**src/rtl/uhid_pkg.sv**
```systemverilog
package uhid_pkg;

    localparam int PACKET_BYTES = 32;
    localparam int FRAME_DIVIDE = 4;
    localparam int FRAME_W      = (FRAME_DIVIDE > 1) ? $clog2(FRAME_DIVIDE) : 1;

    localparam logic [1:0] OP_SETUP = 2'd0;
    localparam logic [1:0] OP_SOF   = 2'd1;
    localparam logic [1:0] OP_RESET = 2'd2;
    localparam logic [1:0] OP_SEND  = 2'd3;

    localparam logic [2:0] ACT_NONE    = 3'd0;
    localparam logic [2:0] ACT_STALL   = 3'd1;
    localparam logic [2:0] ACT_ACK     = 3'd2;
    localparam logic [2:0] ACT_DATA    = 3'd3;
    localparam logic [2:0] ACT_REPORT  = 3'd4;
    localparam logic [2:0] ACT_REFUSED = 3'd5;

    localparam logic [2:0] SRC_INLINE = 3'd0;
    localparam logic [2:0] SRC_DEVICE = 3'd1;
    localparam logic [2:0] SRC_CONFIG = 3'd2;
    localparam logic [2:0] SRC_HID    = 3'd3;
    localparam logic [2:0] SRC_REPORT = 3'd4;

    localparam logic [7:0] REQ_GET_STATUS     = 8'h00;
    localparam logic [7:0] REQ_SET_ADDRESS    = 8'h05;
    localparam logic [7:0] REQ_GET_DESCRIPTOR = 8'h06;
    localparam logic [7:0] REQ_GET_CONFIG     = 8'h08;
    localparam logic [7:0] REQ_SET_CONFIG     = 8'h09;

    localparam logic [7:0] HID_GET_REPORT   = 8'h01;
    localparam logic [7:0] HID_GET_IDLE     = 8'h02;
    localparam logic [7:0] HID_GET_PROTOCOL = 8'h03;
    localparam logic [7:0] HID_SET_IDLE     = 8'h0A;
    localparam logic [7:0] HID_SET_PROTOCOL = 8'h0B;

    localparam logic [7:0] DT_DEVICE = 8'h01;
    localparam logic [7:0] DT_CONFIG = 8'h02;
    localparam logic [7:0] DT_HID    = 8'h21;
    localparam logic [7:0] DT_REPORT = 8'h22;

    localparam logic [7:0] RT_STD_OUT   = 8'h00;
    localparam logic [7:0] RT_STD_IN    = 8'h80;
    localparam logic [7:0] RT_CLASS_IN  = 8'hA1;
    localparam logic [7:0] RT_CLASS_OUT = 8'h21;

    localparam logic [1:0] LINK_UNKNOWN      = 2'd0;
    localparam logic [1:0] LINK_DISCONNECTED = 2'd1;
    localparam logic [1:0] LINK_ATTACHED     = 2'd2;

    localparam logic [1:0] CFG_DEVICE_LEN = 2'd0;
    localparam logic [1:0] CFG_BUNDLE_LEN = 2'd1;
    localparam logic [1:0] CFG_HID_LEN    = 2'd2;
    localparam logic [1:0] CFG_REPORT_LEN = 2'd3;

    typedef struct packed {
        logic capture;
        logic decode;
        logic emit;
    } dp_cmd_t;

    typedef struct packed {
        logic have_item;
        logic item_last;
        logic out_free;
    } dp_status_t;

endpackage

```
**src/rtl/uhid_ctrl.sv**
```systemverilog
module uhid_ctrl (
    input  logic                 aclk,
    input  logic                 aresetn,
    input  logic                 s_valid,
    output logic                 s_ready,
    input  uhid_pkg::dp_status_t status,
    output uhid_pkg::dp_cmd_t    cmd
);
    import uhid_pkg::*;

    localparam logic [1:0] ST_IDLE   = 2'd0;
    localparam logic [1:0] ST_DECODE = 2'd1;
    localparam logic [1:0] ST_EMIT   = 2'd2;

    logic [1:0] state_reg;
    logic [1:0] state_next;

    assign s_ready = aresetn && (state_reg == ST_IDLE);

    always_comb begin
        state_next  = state_reg;
        cmd.capture = 1'b0;
        cmd.decode  = 1'b0;
        cmd.emit    = 1'b0;
        case (state_reg)
            ST_IDLE: begin
                if (s_valid && s_ready) begin
                    cmd.capture = 1'b1;
                    state_next  = ST_DECODE;
                end
            end
            ST_DECODE: begin
                cmd.decode = 1'b1;
                state_next = ST_EMIT;
            end
            ST_EMIT: begin
                if (!status.have_item) begin
                    state_next = ST_IDLE;
                end else if (status.out_free) begin
                    cmd.emit = 1'b1;
                    if (status.item_last) begin
                        state_next = ST_IDLE;
                    end
                end
            end
            default: begin
                state_next = ST_IDLE;
            end
        endcase
    end

    always_ff @(posedge aclk) begin
        if (!aresetn) begin
            state_reg <= ST_IDLE;
        end else begin
            state_reg <= state_next;
        end
    end

endmodule

```
**src/rtl/uhid_dp.sv**
```systemverilog
module uhid_dp (
    input  logic                 aclk,
    input  logic                 aresetn,
    input  uhid_pkg::dp_cmd_t    cmd,
    output uhid_pkg::dp_status_t status,
    input  logic                 cfg_wr_en,
    input  logic [1:0]           cfg_index,
    input  logic [9:0]           cfg_wdata,
    input  logic [1:0]           s_opcode,
    input  logic [7:0]           s_request_type,
    input  logic [7:0]           s_request_code,
    input  logic [15:0]          s_request_value,
    input  logic [15:0]          s_request_index,
    input  logic [15:0]          s_transfer_length,
    input  logic [47:0]          s_key_codes,
    input  logic                 s_endpoint_writable,
    output logic                 m_valid,
    input  logic                 m_ready,
    output logic [2:0]           m_action,
    output logic [2:0]           m_source,
    output logic [7:0]           m_byte_offset,
    output logic [5:0]           m_byte_count,
    output logic [63:0]          m_inline_data,
    output logic                 m_last
);
    import uhid_pkg::*;

    // configuration
    logic [7:0] dev_len_reg;
    logic [9:0] bundle_len_reg;
    logic [7:0] hid_len_reg;
    logic [7:0] rpt_len_reg;

    // captured request
    logic [1:0]  op_reg;
    logic [7:0]  rtype_reg;
    logic [7:0]  code_reg;
    logic [15:0] value_reg;
    logic [15:0] index_reg;
    logic [15:0] wlen_reg;
    logic [47:0] keys_reg;
    logic        writable_reg;

    // device state
    logic [1:0]         link_reg, link_next;
    logic [6:0]         addr_reg, addr_next;
    logic               addr_en_reg, addr_en_next;
    logic [15:0]        idle_rate_reg, idle_rate_next;
    logic [7:0]         idle_cnt_reg, idle_cnt_next;
    logic [FRAME_W-1:0] frame_cnt_reg, frame_cnt_next;
    logic [7:0]         protocol_reg, protocol_next;

    // result sequencer
    logic        single_reg, single_next;
    logic [2:0]  s_act_reg, s_act_next;
    logic [5:0]  s_cnt_reg, s_cnt_next;
    logic [63:0] s_data_reg, s_data_next;
    logic [2:0]  src_reg, src_next;
    logic [7:0]  rem_reg, rem_next;
    logic [7:0]  off_reg, off_next;
    logic        zlp_reg, zlp_next;

    // output register
    logic        m_valid_reg;
    logic [2:0]  m_action_reg;
    logic [2:0]  m_source_reg;
    logic [7:0]  m_offset_reg;
    logic [5:0]  m_count_reg;
    logic [63:0] m_data_reg;
    logic        m_last_reg;

    logic [63:0] report;
    logic [7:0]  req_len;
    logic [9:0]  avail;
    logic [7:0]  total;
    logic [7:0]  pkt_size;
    logic [7:0]  idle_inc;
    logic        is_desc;
    logic        is_bundle;

    logic [2:0]  g_act;
    logic [2:0]  g_src;
    logic [7:0]  g_off;
    logic [5:0]  g_cnt;
    logic [63:0] g_data;
    logic        g_last;

    assign report = {keys_reg, 16'h0000};

    assign m_valid       = m_valid_reg;
    assign m_action      = m_action_reg;
    assign m_source      = m_source_reg;
    assign m_byte_offset = m_offset_reg;
    assign m_byte_count  = m_count_reg;
    assign m_inline_data = m_data_reg;
    assign m_last        = m_last_reg;

    assign status.out_free  = !m_valid_reg || m_ready;
    assign status.have_item = single_reg || (rem_reg != 8'd0) || zlp_reg;
    assign status.item_last = g_last;

    // descriptor length clamp
    always_comb begin
        req_len   = (|wlen_reg[15:8]) ? 8'hFF : wlen_reg[7:0];
        is_desc   = 1'b1;
        is_bundle = 1'b0;
        avail     = 10'd0;
        src_next  = SRC_INLINE;
        case (value_reg[15:8])
            DT_DEVICE: begin
                avail    = {2'b00, dev_len_reg};
                src_next = SRC_DEVICE;
            end
            DT_CONFIG: begin
                avail     = bundle_len_reg;
                src_next  = SRC_CONFIG;
                is_bundle = 1'b1;
            end
            DT_HID: begin
                avail    = {2'b00, hid_len_reg};
                src_next = SRC_HID;
            end
            DT_REPORT: begin
                avail    = {2'b00, rpt_len_reg};
                src_next = SRC_REPORT;
            end
            default: begin
                is_desc = 1'b0;
            end
        endcase
        total = (avail > {2'b00, req_len}) ? req_len : avail[7:0];
    end

    // next result out of the sequencer
    always_comb begin
        pkt_size = (rem_reg > 8'(PACKET_BYTES)) ? 8'(PACKET_BYTES) : rem_reg;
        g_src    = SRC_INLINE;
        g_off    = 8'd0;
        g_data   = 64'd0;
        g_act    = ACT_DATA;
        g_cnt    = 6'd0;
        g_last   = 1'b1;
        if (single_reg) begin
            g_act  = s_act_reg;
            g_cnt  = s_cnt_reg;
            g_data = s_data_reg;
        end else if (rem_reg != 8'd0) begin
            g_src  = src_reg;
            g_off  = off_reg;
            g_cnt  = pkt_size[5:0];
            g_last = (rem_reg == pkt_size) && !zlp_reg;
        end else begin
            g_src = src_reg;
            g_off = off_reg;
        end
    end

    // request decode and sequencer update
    always_comb begin
        link_next      = link_reg;
        addr_next      = addr_reg;
        addr_en_next   = addr_en_reg;
        idle_rate_next = idle_rate_reg;
        idle_cnt_next  = idle_cnt_reg;
        frame_cnt_next = frame_cnt_reg;
        protocol_next  = protocol_reg;
        single_next    = single_reg;
        s_act_next     = s_act_reg;
        s_cnt_next     = s_cnt_reg;
        s_data_next    = s_data_reg;
        rem_next       = rem_reg;
        off_next       = off_reg;
        zlp_next       = zlp_reg;
        idle_inc       = idle_cnt_reg + 8'd1;

        if (cmd.decode) begin
            single_next = 1'b0;
            s_act_next  = ACT_NONE;
            s_cnt_next  = 6'd0;
            s_data_next = 64'd0;
            rem_next    = 8'd0;
            off_next    = 8'd0;
            zlp_next    = 1'b0;
            case (op_reg)
                OP_SETUP: begin
                    case (code_reg)
                        REQ_GET_DESCRIPTOR: begin
                            if (is_desc) begin
                                rem_next = total;
                                zlp_next = is_bundle && ((total % PACKET_BYTES) == 0);
                            end else begin
                                single_next = 1'b1;
                                s_act_next  = ACT_STALL;
                            end
                        end
                        REQ_SET_CONFIG: begin
                            if (rtype_reg == RT_STD_OUT) begin
                                link_next   = LINK_ATTACHED;
                                single_next = 1'b1;
                                s_act_next  = ACT_ACK;
                            end
                        end
                        REQ_SET_ADDRESS: begin
                            addr_next    = value_reg[6:0];
                            addr_en_next = 1'b1;
                            single_next  = 1'b1;
                            s_act_next   = ACT_ACK;
                        end
                        REQ_GET_CONFIG: begin
                            if (rtype_reg == RT_STD_IN) begin
                                single_next = 1'b1;
                                s_act_next  = ACT_DATA;
                                s_cnt_next  = 6'd1;
                                s_data_next = {63'd0, link_reg == LINK_ATTACHED};
                            end
                        end
                        REQ_GET_STATUS: begin
                            single_next = 1'b1;
                            s_act_next  = ACT_DATA;
                            s_cnt_next  = 6'd2;
                        end
                        default: begin
                            single_next = 1'b1;
                            s_act_next  = ACT_STALL;
                            if (index_reg == 16'd0) begin
                                if (rtype_reg == RT_CLASS_IN) begin
                                    case (code_reg)
                                        HID_GET_REPORT: begin
                                            s_act_next  = ACT_DATA;
                                            s_cnt_next  = 6'd8;
                                            s_data_next = report;
                                        end
                                        HID_GET_IDLE: begin
                                            s_act_next  = ACT_DATA;
                                            s_cnt_next  = 6'd1;
                                            s_data_next = {56'd0, idle_rate_reg[7:0]};
                                        end
                                        HID_GET_PROTOCOL: begin
                                            s_act_next  = ACT_DATA;
                                            s_cnt_next  = 6'd1;
                                            s_data_next = {56'd0, protocol_reg};
                                        end
                                        default: begin
                                            s_act_next = ACT_STALL;
                                        end
                                    endcase
                                end else if (rtype_reg == RT_CLASS_OUT) begin
                                    case (code_reg)
                                        HID_SET_IDLE: begin
                                            idle_rate_next = value_reg;
                                            idle_cnt_next  = 8'd0;
                                            s_act_next     = ACT_ACK;
                                        end
                                        HID_SET_PROTOCOL: begin
                                            protocol_next = value_reg[15:8];
                                            s_act_next    = ACT_ACK;
                                        end
                                        default: begin
                                            s_act_next = ACT_STALL;
                                        end
                                    endcase
                                end
                            end
                        end
                    endcase
                end
                OP_SOF: begin
                    if (link_reg == LINK_ATTACHED) begin
                        if (frame_cnt_reg == FRAME_W'(FRAME_DIVIDE - 1)) begin
                            frame_cnt_next = '0;
                        end else begin
                            frame_cnt_next = frame_cnt_reg + FRAME_W'(1);
                        end
                        if ((idle_rate_reg != 16'd0) && (frame_cnt_next == '0)
                            && writable_reg) begin
                            idle_cnt_next = idle_inc;
                            if ({8'd0, idle_inc} == idle_rate_reg) begin
                                idle_cnt_next = 8'd0;
                                single_next   = 1'b1;
                                s_act_next    = ACT_REPORT;
                                s_cnt_next    = 6'd8;
                                s_data_next   = report;
                            end
                        end
                    end
                end
                OP_RESET: begin
                    link_next = LINK_DISCONNECTED;
                end
                OP_SEND: begin
                    single_next = 1'b1;
                    if ((link_reg != LINK_ATTACHED) || !writable_reg) begin
                        s_act_next = ACT_REFUSED;
                    end else begin
                        idle_cnt_next = 8'd0;
                        s_act_next    = ACT_REPORT;
                        s_cnt_next    = 6'd8;
                        s_data_next   = report;
                    end
                end
                default: begin
                    single_next = 1'b0;
                end
            endcase
        end else if (cmd.emit) begin
            if (single_reg) begin
                single_next = 1'b0;
            end else if (rem_reg != 8'd0) begin
                rem_next = rem_reg - pkt_size;
                off_next = off_reg + pkt_size;
            end else begin
                zlp_next = 1'b0;
            end
        end
    end

    always_ff @(posedge aclk) begin
        if (cmd.capture) begin
            op_reg       <= s_opcode;
            rtype_reg    <= s_request_type;
            code_reg     <= s_request_code;
            value_reg    <= s_request_value;
            index_reg    <= s_request_index;
            wlen_reg     <= s_transfer_length;
            keys_reg     <= s_key_codes;
            writable_reg <= s_endpoint_writable;
        end
        s_act_reg  <= s_act_next;
        s_cnt_reg  <= s_cnt_next;
        s_data_reg <= s_data_next;
        src_reg    <= cmd.decode ? src_next : src_reg;
        off_reg    <= off_next;
        if (cmd.emit) begin
            m_action_reg <= g_act;
            m_source_reg <= g_src;
            m_offset_reg <= g_off;
            m_count_reg  <= g_cnt;
            m_data_reg   <= g_data;
            m_last_reg   <= g_last;
        end
    end

    always_ff @(posedge aclk) begin
        if (!aresetn) begin
            dev_len_reg    <= 8'd18;
            bundle_len_reg <= 10'd34;
            hid_len_reg    <= 8'd9;
            rpt_len_reg    <= 8'd63;
            link_reg       <= LINK_UNKNOWN;
            addr_reg       <= 7'd0;
            addr_en_reg    <= 1'b0;
            idle_rate_reg  <= 16'd125;
            idle_cnt_reg   <= 8'd0;
            frame_cnt_reg  <= '0;
            protocol_reg   <= 8'd0;
            single_reg     <= 1'b0;
            rem_reg        <= 8'd0;
            zlp_reg        <= 1'b0;
            m_valid_reg    <= 1'b0;
        end else begin
            if (cfg_wr_en) begin
                case (cfg_index)
                    CFG_DEVICE_LEN: dev_len_reg    <= cfg_wdata[7:0];
                    CFG_BUNDLE_LEN: bundle_len_reg <= cfg_wdata;
                    CFG_HID_LEN:    hid_len_reg    <= cfg_wdata[7:0];
                    CFG_REPORT_LEN: rpt_len_reg    <= cfg_wdata[7:0];
                    default: begin
                        dev_len_reg <= dev_len_reg;
                    end
                endcase
            end
            link_reg      <= link_next;
            addr_reg      <= addr_next;
            addr_en_reg   <= addr_en_next;
            idle_rate_reg <= idle_rate_next;
            idle_cnt_reg  <= idle_cnt_next;
            frame_cnt_reg <= frame_cnt_next;
            protocol_reg  <= protocol_next;
            single_reg    <= single_next;
            rem_reg       <= rem_next;
            zlp_reg       <= zlp_next;
            if (cmd.emit) begin
                m_valid_reg <= 1'b1;
            end else if (m_ready) begin
                m_valid_reg <= 1'b0;
            end
        end
    end

endmodule

```
**src/rtl/usb_hid_control_request_handler.sv**
```systemverilog
// Flow: a transfer is captured, then decoded, and its first result is registered on the output
// in the emit state; a transfer gives up to 8 results, one descriptor packet per cycle while
// m_ready stays high, and a new transfer is taken only once the decode/emit sequencer is idle.
// Reset: synchronous active-low aresetn restores register defaults and clears
// device state, the sequencer and the output valid.
module usb_hid_control_request_handler (
    input  logic        aclk,
    input  logic        aresetn,
    input  logic        cfg_wr_en,
    input  logic [1:0]  cfg_index,
    input  logic [9:0]  cfg_wdata,
    input  logic        s_valid,
    output logic        s_ready,
    input  logic [1:0]  s_opcode,
    input  logic [7:0]  s_request_type,
    input  logic [7:0]  s_request_code,
    input  logic [15:0] s_request_value,
    input  logic [15:0] s_request_index,
    input  logic [15:0] s_transfer_length,
    input  logic [47:0] s_key_codes,
    input  logic        s_endpoint_writable,
    output logic        m_valid,
    input  logic        m_ready,
    output logic [2:0]  m_action,
    output logic [2:0]  m_source,
    output logic [7:0]  m_byte_offset,
    output logic [5:0]  m_byte_count,
    output logic [63:0] m_inline_data,
    output logic        m_last
);
    import uhid_pkg::*;

    dp_cmd_t    cmd;
    dp_status_t status;

    uhid_ctrl u_ctrl (
        .aclk    (aclk),
        .aresetn (aresetn),
        .s_valid (s_valid),
        .s_ready (s_ready),
        .status  (status),
        .cmd     (cmd)
    );

    uhid_dp u_dp (
        .aclk                (aclk),
        .aresetn             (aresetn),
        .cmd                 (cmd),
        .status              (status),
        .cfg_wr_en           (cfg_wr_en),
        .cfg_index           (cfg_index),
        .cfg_wdata           (cfg_wdata),
        .s_opcode            (s_opcode),
        .s_request_type      (s_request_type),
        .s_request_code      (s_request_code),
        .s_request_value     (s_request_value),
        .s_request_index     (s_request_index),
        .s_transfer_length   (s_transfer_length),
        .s_key_codes         (s_key_codes),
        .s_endpoint_writable (s_endpoint_writable),
        .m_valid             (m_valid),
        .m_ready             (m_ready),
        .m_action            (m_action),
        .m_source            (m_source),
        .m_byte_offset       (m_byte_offset),
        .m_byte_count        (m_byte_count),
        .m_inline_data       (m_inline_data),
        .m_last              (m_last)
    );

endmodule

```
**config.mk**
```make
export PLATFORM = sky130hd
export DESIGN_NAME = usb_hid_control_request_handler
export DESIGN_NICKNAME = d
export VERILOG_FILES = /design/src/rtl/uhid_pkg.sv /design/src/rtl/uhid_ctrl.sv /design/src/rtl/uhid_dp.sv /design/src/rtl/usb_hid_control_request_handler.sv
export SDC_FILE = /design/constraint.sdc
export NUM_CORES = 1
export LEC_CHECK = 0
export ABC_AREA = 1
export BUFFER_PORTS_ARGS = -buffer_cell sky130_fd_sc_hd__buf_2
export CELL_PAD_IN_SITES_DETAIL_PLACEMENT = 1
export CELL_PAD_IN_SITES_GLOBAL_PLACEMENT = 2
export CORE_MARGIN = 2
export CORE_UTILIZATION = 25
export DETAILED_ROUTE_END_ITERATION = 8
export PLACE_DENSITY = 0.65
export SYNTH_ARGS = -nofsm -noshare
export SYNTH_HDL_FRONTEND = slang
export SYNTH_SLANG_ARGS = --single-unit
```
**constraint.sdc**
```tcl
create_clock -name aclk -period 6.38 [get_ports aclk]
set_input_delay 1.276 -clock aclk [delete_from_list [all_inputs] [get_ports aclk]]
set_output_delay 1.276 -clock aclk [all_outputs]
set_load 0.01 [all_outputs]
```
==> results.py <==
metrics = {
    "min_path": {
        "hp-class": "reg -> reg",
    },
    "critical_path": {
        "path_common_cell": "buf_2",
        "crit_chain": "buf_2 -> clkinv_1 -> buf_4 -> nor3_1 -> buf_2",
        "crit_family": "buffers and inverters",
        "worstPathArrival_ns": 2.24,
        "crit_required_ns": 5.10,
        "worst-path-buf-inv": 4,
        "cp-start-kind": "primary input",
        "critPathMaxFanout": 18,
        "critPathSlowestCell": "nor3_1",
        "worstSetupPathType": "in -> out",
        "critPathMaxStageDelay_ns": 0.33,
        "endpoint_kind": "output pin",
    },
    "placement": {
        "portBuffers": 210,
        "gp_congestion": 0.822,
        "pre_cts_ws_ns": 2.73,
        "placedCellCount": 2356,
        "dpl.hpwl_um": 27900,
    },
    "global_routing": {
        "grt_pass1_vias": 10700,
        "grt_pass1_wl_um": 60700,
        "grt_max_degree": 77,
        "grtUsageTotal": 0.132,
        "grt_overflow_total": 0,
        "antenna_found_initial": 0,
    },
    "clocking": {
        "cts_tree": "yes",
        "cts-root-buf": "clkbuf_16",
        "clock_latency_ns": 0.57,
        "cts-resized-gates": 0,
        "h-tree-depth": 2,
        "clock_path_buffers": 3,
        "numCtsBuffers": 42,
        "clk_pin_slew_ns": 0.05,
        "postCtsSetupBuffers": 0,
        "clock-sinks": 348,
        "cts_hold_buf": 0,
    },
    "timing": {
        "rsz0062_at_grt": "false",
        "maxSlewHeadroom": 0.269,
        "min_period_over_period": 0.552,
        "fin_skew_ns": 0.0207,
        "slew_violations": 0,
        "setup_slack_ns": 2.86,
        "period_needed_ns": 3.52,
        "finalHoldViolCount": 0,
        "finalSetupTns_ns": 0,
        "finalSetupViolCount": 0,
        "worst_slew_pin_slew_ns": 1.10,
        "fmax_mhz": 284,
    },
    "drt": {
        "ant_nets": 0,
        "drt_iter0_drc": 438,
        "drt-vias-per-instance": 4.18,
        "drc": 0,
        "wl_um": 39100,
        "wl_per_cell_um": 16.1,
        "num_vias": 10200,
        "first_pass_iters": 4,
    },
    "logic_synthesis": {
        "yosysTopAreaCell": "edfxtp_1",
        "syn_area_um2": 14300,
        "synth_top_area_share": 0.541,
        "seq_area_frac_synth": 0.669,
        "synth_seq_cells": 348,
        "synth_cell_types": 39,
        "synth.avg_cell_area_um2": 10.1,
        "netlist_instances": 1408,
        "synth.area.top_cells": "edfxtp_1, dfxtp_1, nand2_1",
        "synth_warnings": 0,
    },
    "cells_and_area": {
        "drive_above_1_share": 0.181,
        "nets": 1795,
        "syn2layout_area_growth_pct": 22.9,
        "antennaDiodeCount": 0,
        "final_core_util": 0.311,
        "fin_cells": 2433,
        "fill_cells": 6492,
    },
    "power_and_ir_drop": {
        "p_leak_uw": 0.00756,
        "ir_drop_v": 0.000158,
        "p_per_area_nw_per_um2": 297,
        "p_total_uw": 5210,
    },
    "die": {
        "chipWidth_um": 243,
        "core_area_um2": 56400,
        "ioPinCount": 219,
        "initial_core_util": 0.253,
        "rows": 87,
        "die_area_um2": 59000,
        "die_h_um": 243,
    },
    "outcome": {
        "status": "complete, no violations",
    },
    "job": {
        "drv_cap": 0,
    },
}
[worst min-delay path, delay by kind of cell (launching register included)]
kind / cells / cell delay (ns)
AO/OA/AOI/OAI: 1 / 0.05
buffers and inverters: 1 / 0.05
flip-flops: 1 / 0.31
[routing by layer]
layer | vias to the layer above | share of wire | global-route usage | wire, um
met1 | 4860 | 0.44 | 0.168 | 17400
met2 | 183 | 0.48 | 0.225 | 18900
met5 | - | 0 | 0 | 0
met3 | 56 | 0.048 | 0.0249 | 1870
met4 | 0 | 0.026 | 0.0466 | 1020
li1 | 5065 | - | - | -
[placed cells by master (no fill, tap or decap), drive strengths merged, types with 2 or more instances in the layout]
cell type	synthesis	routed
nand3b	5	5
a211oi	2	2
clkinvlp	0	3
edfxtp	257	257
nor2	208	208
and2	3	3
buf	19	223
dfxtp	91	91
o21bai	3	3
a31oi	5	5
clkinv	3	21
a21oi	67	67
o211ai	6	6
or2	7	7
o21ai	80	80
ha	18	18
clkbuf	20	52
bufinv	0	2
nand4	19	19
nor3	19	19
inv	237	239
xnor2	2	2
o22ai	8	8
nand2	262	262
nand3	55	55
conb	2	10
xor2	3	3
[through the flow]
step           area, um^2  hold WS, ns
2_1_floorplan       14300        0.425
3_3_place_gp        16200        0.438
3_5_place_dp        16200        0.449
4_1_cts             17500        0.458
5_1_grt             17500        0.475
6_report            17500        0.453
[where the power goes]
group,leakage (uW),internal [uW],switching [uW]
Clock,0.000639,1330,961
Combinational,0.00376,111,224
Sequential,0.00316,2540,41.9
[Yosys cell counts (all sizes together)]
cell type	count
o21ai	80
nand3	55
clkinv	3
nand4	19
o32ai	1
nand2	262
dfxtp	91
a21boi	1
o311ai	1
buf	19
nor3	19
ha	18
a22oi	1
or2	7
nor2	208
conb	2
inv	237
a21oi	67
a31oi	5
nor3b	1
a211oi	2
xnor2	2
xor2	3
o211ai	6
nor4	1
clkbuf	20
o21bai	3
nand3b	5
fa	1
and2	3
o22ai	8
edfxtp	257
[cell type report]
| type | instances | area [um^2] | share of cell area |
|---|---|---|---|
| Timing Repair Buffer | 223 | 1160 | 0.0662 |
| Sequential cell | 348 | 9540 | 0.544 |
| Clock inverter | 25 | 194 | 0.0111 |
| Clock buffer | 52 | 1120 | 0.0639 |
| Multi-Input combinational cell | 789 | 3680 | 0.210 |
| Inverter | 240 | 901 | 0.0514 |
| Tap cell | 756 | 946 | 0.0539 |
[worst paths after layout]
kind / slack [ns] / depth (start not counted) / from / endpoint
setup / recovery: 2.86 / 5 / aresetn / s_ready
hold / removal: 0.45 / 2 / u_dp.frame_cnt_reg[1] / u_dp.frame_cnt_reg[1]
setup reg to reg: 3.01 / 20 / u_dp.value_reg[10] / u_dp.rem_reg[6]
hold reg to reg: 0.45 / 2 / u_dp.frame_cnt_reg[1] / u_dp.frame_cnt_reg[1]
[cell families (layout without fill, tap and decap cells)]
group / count (synthesis) / after routing / synth area share
DFF: 348 / 348 / 0.669
AOI/OAI and AO/OA: 175 / 175 / 0.0653
other: 2 / 10 / 0.000526
adders and majority gates: 19 / 19 / 0.0172
buffers and inverters: 279 / 540 / 0.0773
xor gates and xnor gates: 5 / 5 / 0.00307
and+or+nand+nor: 580 / 580 / 0.168
Note: power is estimated with default switching activity, not from simulation.
